===== config.mk =====
export PLATFORM = sky130hd
export DESIGN_NAME = utf8_to_codepoint_decoder
export DESIGN_NICKNAME = d
export VERILOG_FILES = /design/src/hw/rtl/u8cp_pkg.sv /design/src/hw/rtl/u8cp_decode.sv /design/src/hw/rtl/utf8_to_codepoint_decoder.sv
export SDC_FILE = /design/constraint.sdc
export NUM_CORES = 1
export LEC_CHECK = 0
export BUFFER_PORTS_ARGS = -buffer_cell sky130_fd_sc_hd__clkbuf_2
export CORE_ASPECT_RATIO = 1.25
export CORE_MARGIN = 8
export CORE_UTILIZATION = 60
export DETAILED_ROUTE_END_ITERATION = 6
export PLACE_DENSITY = 0.8
export SLEW_MARGIN = 20
export SYNTH_ARGS = -nofsm -noshare
export SYNTH_HDL_FRONTEND = slang
export SYNTH_SLANG_ARGS = --single-unit

===== constraint.sdc =====
create_clock -name clk_i -period 5.3 [get_ports clk_i]
set_input_delay 1.06 -clock clk_i [delete_from_list [all_inputs] [get_ports clk_i]]
set_output_delay 1.06 -clock clk_i [all_outputs]
set_load 0.05 [all_outputs]

===== src/hw/rtl/u8cp_pkg.sv =====
// Shared types and constants for the UTF-8 to code point decoder.
package u8cp_pkg;

  localparam int unsigned ByteW = 8;
  localparam int unsigned CpW   = 21;
  localparam int unsigned InTdataW  = 8;
  localparam int unsigned OutTdataW = 24;

  localparam logic [ByteW-1:0] AsciiMax = 8'h7F;
  localparam logic [ByteW-1:0] Lead2Lo  = 8'hC0;
  localparam logic [ByteW-1:0] Lead2Hi  = 8'hDF;
  localparam logic [ByteW-1:0] Lead3Lo  = 8'hE0;
  localparam logic [ByteW-1:0] Lead3Hi  = 8'hEF;
  localparam logic [ByteW-1:0] Lead4Lo  = 8'hF0;
  localparam logic [ByteW-1:0] Lead4Hi  = 8'hFF;

  // current byte plus the three bytes before it
  typedef struct packed {
    logic [ByteW-1:0] b3;
    logic [ByteW-1:0] b2;
    logic [ByteW-1:0] b1;
    logic [ByteW-1:0] b0;
  } u8cp_win_t;

endpackage


===== src/hw/rtl/u8cp_decode.sv =====
// Combinational decode of one byte window into code point bits.
module u8cp_decode
  import u8cp_pkg::*;
(
  input  u8cp_win_t     win_i,
  output logic [CpW-1:0] cp_o
);

  logic is_ascii, is_l2, is_l3, is_l4;

  assign is_ascii = (win_i.b0 <= AsciiMax);
  assign is_l2    = (win_i.b1 >= Lead2Lo) && (win_i.b1 <= Lead2Hi);
  assign is_l3    = (win_i.b2 >= Lead3Lo) && (win_i.b2 <= Lead3Hi);
  assign is_l4    = (win_i.b3 >= Lead4Lo) && (win_i.b3 <= Lead4Hi);

  always_comb begin
    cp_o = '0;
    if (is_ascii) begin
      cp_o[6:0] = cp_o[6:0] | win_i.b0[6:0];
    end
    if (is_l2) begin
      cp_o[10:6] = cp_o[10:6] | win_i.b1[4:0];
      cp_o[5:0]  = cp_o[5:0]  | win_i.b0[5:0];
    end
    if (is_l3) begin
      cp_o[15:12] = cp_o[15:12] | win_i.b2[3:0];
      cp_o[11:6]  = cp_o[11:6]  | win_i.b1[5:0];
      cp_o[5:0]   = cp_o[5:0]   | win_i.b0[5:0];
    end
    if (is_l4) begin
      cp_o[20:18] = cp_o[20:18] | win_i.b3[2:0];
      cp_o[17:12] = cp_o[17:12] | win_i.b2[5:0];
      cp_o[11:6]  = cp_o[11:6]  | win_i.b1[5:0];
      cp_o[5:0]   = cp_o[5:0]   | win_i.b0[5:0];
    end
  end

endmodule


===== src/hw/rtl/utf8_to_codepoint_decoder.sv =====
// Top level: UTF-8 byte stream to code point stream, one result per byte.
// The input byte is registered into the window register, and its decoded result into the result register.
// Throughput: one byte per cycle unless back-pressured; set by the two-stage register pipeline.
// Back-pressure stalls both stages; each stage refills as the next one drains.
// Reset clears the valid flags and the three-byte history window to zero.
module utf8_to_codepoint_decoder
  import u8cp_pkg::*;
(
  input  logic                 clk_i,
  input  logic                 rst_ni,
  input  logic                 s_axis_tvalid,
  output logic                 s_axis_tready,
  input  logic [InTdataW-1:0]  s_axis_tdata,   // [7:0] byte_in
  output logic                 m_axis_tvalid,
  input  logic                 m_axis_tready,
  output logic [OutTdataW-1:0] m_axis_tdata    // [20:0] code_point, [23:21] zero
);

  logic [ByteW-1:0] hist0_q, hist1_q, hist2_q;
  logic             v1_q, v2_q;
  u8cp_win_t        win_q;
  logic [CpW-1:0]   cp_d, cp_q;
  logic             in_xfer, st2_ready, st1_ready;

  assign st2_ready     = !v2_q || m_axis_tready;
  assign st1_ready     = !v1_q || st2_ready;
  assign s_axis_tready = st1_ready;
  assign in_xfer       = s_axis_tvalid && st1_ready;

  always_ff @(posedge clk_i or negedge rst_ni) begin
    if (!rst_ni) begin
      hist0_q <= '0;
      hist1_q <= '0;
      hist2_q <= '0;
      v1_q    <= 1'b0;
      v2_q    <= 1'b0;
    end else begin
      if (in_xfer) begin
        hist0_q <= s_axis_tdata[ByteW-1:0];
        hist1_q <= hist0_q;
        hist2_q <= hist1_q;
      end
      if (st1_ready) begin
        v1_q <= s_axis_tvalid;
      end
      if (st2_ready) begin
        v2_q <= v1_q;
      end
    end
  end

  always_ff @(posedge clk_i) begin
    if (in_xfer) begin
      win_q.b0 <= s_axis_tdata[ByteW-1:0];
      win_q.b1 <= hist0_q;
      win_q.b2 <= hist1_q;
      win_q.b3 <= hist2_q;
    end
    if (st2_ready && v1_q) begin
      cp_q <= cp_d;
    end
  end

  u8cp_decode u_decode (
    .win_i (win_q),
    .cp_o  (cp_d)
  );

  assign m_axis_tvalid = v2_q;
  assign m_axis_tdata  = {{(OutTdataW-CpW){1'b0}}, cp_q};

`ifndef SYNTHESIS
  a_in_fills_st1: assert property (@(posedge clk_i) disable iff (!rst_ni)
    in_xfer |=> v1_q)
    else $error("input transfer did not fill stage 1");

  a_st1_moves: assert property (@(posedge clk_i) disable iff (!rst_ni)
    v1_q && st2_ready |=> v2_q)
    else $error("stage 1 item lost on the way to result register");

  a_ascii_plain: assert property (@(posedge clk_i) disable iff (!rst_ni)
    v1_q && (win_q.b0 <= AsciiMax) && (win_q.b1 < Lead2Lo) && (win_q.b2 < Lead2Lo)
      && (win_q.b3 < Lead2Lo) |-> cp_d == CpW'(win_q.b0))
    else $error("plain ASCII byte decoded wrong");

  a_hist_tracks: assert property (@(posedge clk_i) disable iff (!rst_ni)
    in_xfer |=> win_q.b1 == $past(hist0_q) && hist0_q == win_q.b0)
    else $error("history window out of step with captured byte");
`endif

endmodule

==> out/summary.txt <==
Number of cell rows - 28
# nets final - 196
Met2 WL - 2090 um
Initial Util - 60.9%
CP required - 4.24 ns
Drt via density - 5.02
Max stage delay on crit path - 0.29 ns
Global-route congestion overflow total - 0
Antenna cell count - 0
Master of the slowest instance on the critical path - sky130_fd_sc_hd__clkbuf_2
Clock edge transition at the registers on the reported setup and hold paths - 0.06 ns
Setup WS post-layout - 2.67 ns
Final setup fails - 0
Largest voltage drop on the vdd net - 0.277 mV
Final Routed Wirelength - 4040 um
Ratio of final minimum period to clock period - 49.6%
Part of the Yosys area used for sequential elements - 77.6%
DRT met1 WL - 1640 um
Worst setup path endpoint - s_axis_tready
Critical path arrival - 1.57 ns
Iter 0 DRT Violations - 32
Worst-Margin Slew - 0.953 ns
Number of hold buffers added after cts - 0
Source of the worst register-to-register timing path - v1_q
Placeable core region - 4620 sq um
Critical register-to-register path endpoint - win_q[31]
Fill cell count - 303
Syn Inst Count - 142
Library cell occupying the most area in the post-synthesis netlist - sky130_fd_sc_hd__edfxtp_1
Area share of the leading cell type in the synthesized netlist - 55.4%
Total of warnings raised by yosys - 0
Status - finished, final reports clean
Clock Latency Late Sink - 0.33 ns
Clock tree from TritonCTS - done
CP Launch Type - input pin
Worst Clk Skew - 0.00736 ns
Path depth of the worst reg2reg path - 3
# placed instances - 233
Number of buffers on the longest clock path - 2
Path type of the worst setup path - in2out
Routed wire length on met3 - 219 um
Chip Height - 92.6 um
# Max-Cap Violations - 0
Weighted congestion reported at the end of routability-driven placement - 0.719
H-tree levels - 3
Cell depth of the worst hold path - 0
Global-route usage over all layers - 12.4%
Total of flip-flops plus latches after synthesis - 77
Share of final-layout standard cells stronger than drive strength 1 - 37.6%
Footprint of the multi-input gates - 578 sq um
Largest net degree at the start of global routing - 32
Dominant cells by area after synthesis - sky130_fd_sc_hd__edfxtp_1, sky130_fd_sc_hd__dfrtp_1, sky130_fd_sc_hd__mux2_4
Unrepaired setup endpoints after global routing - false
Number of resized instances in the post-cts repair step - 0
DPL Wire Length - 2700 um
Post-route DRC - 0
Class of the tightest hold or removal check - reg2reg
Maximum clock frequency - 380 MHz
Highest metal used - met4
Power Dens Cells - 423 nW/um^2
Buffers inserted by post-CTS timing repair - 0
Pre-Repair DR Iteration Count - 4
Count of input and output buffers - 34
Leakage power - 1.33 nW
Die boundary width - 77.3 um
CP endpoint kind - output port
CTS root buf - sky130_fd_sc_hd__clkbuf_8
Area of the die - 7160 sq um
Top cell by count, worst path - sky130_fd_sc_hd__clkbuf_2
Number of placed I/O pins - 38
Post-synthesis to final-layout area growth - 12.8%
Vias - 1251
Drt wl/cell - 16.2 um
Non-filler instance count after layout - 249
Number of CTS-inserted buffers - 9
Via count of the first global-routing pass - 1330
Number of antenna violations at the first check in global routing - 0
Number of endpoints with negative hold slack in the final report - 0
Relative slew slack - 36.5%
Maximum fanout encountered on the critical timing path - 3
Cell chain of the critical path - clkbuf_2, nand3b_4, clkbuf_2
TritonCTS Sinks - 77
Cell area after synthesis - 2820 sq um
Sequential cell area - 2190 sq um
Remaining antenna violation count - 0
Post-Route Setup TNS - 0 ns
Setup WS pre-CTS - 2.40 ns
Wire length of the first global-routing pass - 6620 um
Flop-to-flop setup slack - 3.54 ns
Worst setup path startpoint - m_axis_tready
Number of pins exceeding their max-slew limit in the final report - 0
Final min period - 2.63 ns
Cell variety after synth - 19
Per-instance average area after synthesis - 19.8 sq um
-- cell families after synthesis --
| logic type | synth area share, % |
|---|---|
| flops | 77.6 |
| simple gates | 8.08 |
| other cells | 0.133 |
| buf+inv | 2.13 |
| mux | 11.7 |
| compound gates | 0.311 |
-- cell usage in the layout, fill, tap and decap left out --
cell,count
sky130_fd_sc_hd__inv_2,1
sky130_fd_sc_hd__nand2b_1,3
sky130_fd_sc_hd__nand2_1,1
sky130_fd_sc_hd__nand3b_1,1
sky130_fd_sc_hd__clkbuf_2,34
sky130_fd_sc_hd__conb_1,3
sky130_fd_sc_hd__and2_1,21
sky130_fd_sc_hd__inv_1,1
sky130_fd_sc_hd__and4_1,1
sky130_fd_sc_hd__nand4_1,2
sky130_fd_sc_hd__nand3_1,1
sky130_fd_sc_hd__nand2_4,1
sky130_fd_sc_hd__edfxtp_1,52
sky130_fd_sc_hd__clkbuf_1,4
sky130_fd_sc_hd__clkbuf_8,10
sky130_fd_sc_hd__mux2_2,4
sky130_fd_sc_hd__clkinv_1,1
sky130_fd_sc_hd__clkinv_2,1
sky130_fd_sc_hd__a22o_1,1
sky130_fd_sc_hd__nand3b_4,1
sky130_fd_sc_hd__nand4b_1,1
sky130_fd_sc_hd__mux2_4,19
sky130_fd_sc_hd__dfrtp_1,25
-- through the flow --
stage          util (%)  hold WS (ns)  area (sq um)  power, mW
6_report           68.8         0.454          3180       1.35
4_1_cts            68.8         0.465          3180       1.36
2_1_floorplan         -         0.419          2830      0.950
5_1_grt            68.8         0.476          3180       1.40
3_3_place_gp       65.3         0.435          3020      0.989
3_5_place_dp       65.3         0.441          3020       1.00
-- where the power goes --
group / total [mW] / switching [mW] / internal, mW
registers: 0.794 / 0.0442 / 0.750
clock network: 0.359 / 0.178 / 0.181
logic: 0.193 / 0.116 / 0.0772
-- final cells by class --
cell class                 instances  area share [%]
sequential                        77            68.8
multi-input combinational         60            18.2
timing repair buffer              34            5.35
clock buffer                      14            4.80
tap                               60            2.36
clock inverter                     2           0.275
inverter                           2           0.236
-- layer usage --
layer	vias up	track usage, %
li1	599	-
met1	608	12.7
met2	33	20.8
met3	11	4.75
met4	0	7.73
met5	-	0
-- how the worst min path moves through the flow --
stage,slack [ns],startpoint,to
global route,0.48,hist2_q[7],win_q[31]
finish,0.45,hist2_q[2],win_q[26]
detailed placement,0.44,hist2_q[2],win_q[26]
global placement,0.44,hist2_q[0],win_q[24]
CTS,0.46,hist2_q[2],win_q[26]
floorplan,0.42,hist2_q[0],win_q[24]
-- cells in the mapped netlist --
master	instances
sky130_fd_sc_hd__edfxtp_1	52
sky130_fd_sc_hd__dfrtp_1	25
sky130_fd_sc_hd__and2_1	21
sky130_fd_sc_hd__mux2_4	19
sky130_fd_sc_hd__mux2_2	4
sky130_fd_sc_hd__buf_4	3
sky130_fd_sc_hd__nand2b_1	3
sky130_fd_sc_hd__buf_8	2
sky130_fd_sc_hd__inv_1	2
sky130_fd_sc_hd__nand4_1	2
sky130_fd_sc_hd__a22o_1	1
sky130_fd_sc_hd__and4_1	1
sky130_fd_sc_hd__conb_1	1
sky130_fd_sc_hd__nand2_1	1
sky130_fd_sc_hd__nand2_4	1
sky130_fd_sc_hd__nand3_1	1
sky130_fd_sc_hd__nand3b_1	1
sky130_fd_sc_hd__nand3b_4	1
sky130_fd_sc_hd__nand4b_1	1
-- flip-flops by register name (all words and copies together) (netlist names) --
name and count:
hist0_q 8, hist1_q 8, cp_q 21, v1_q 1, win_q 31, hist2_q 7
m_axis_tvalid 1
-- critical path: cells and delay by family --
kind / cells / cell delay [ns]
and+or+nand+nor: 1 / 0.14
buffers and inverters: 2 / 0.37
Note: power is estimated with default switching activity, not from simulation.
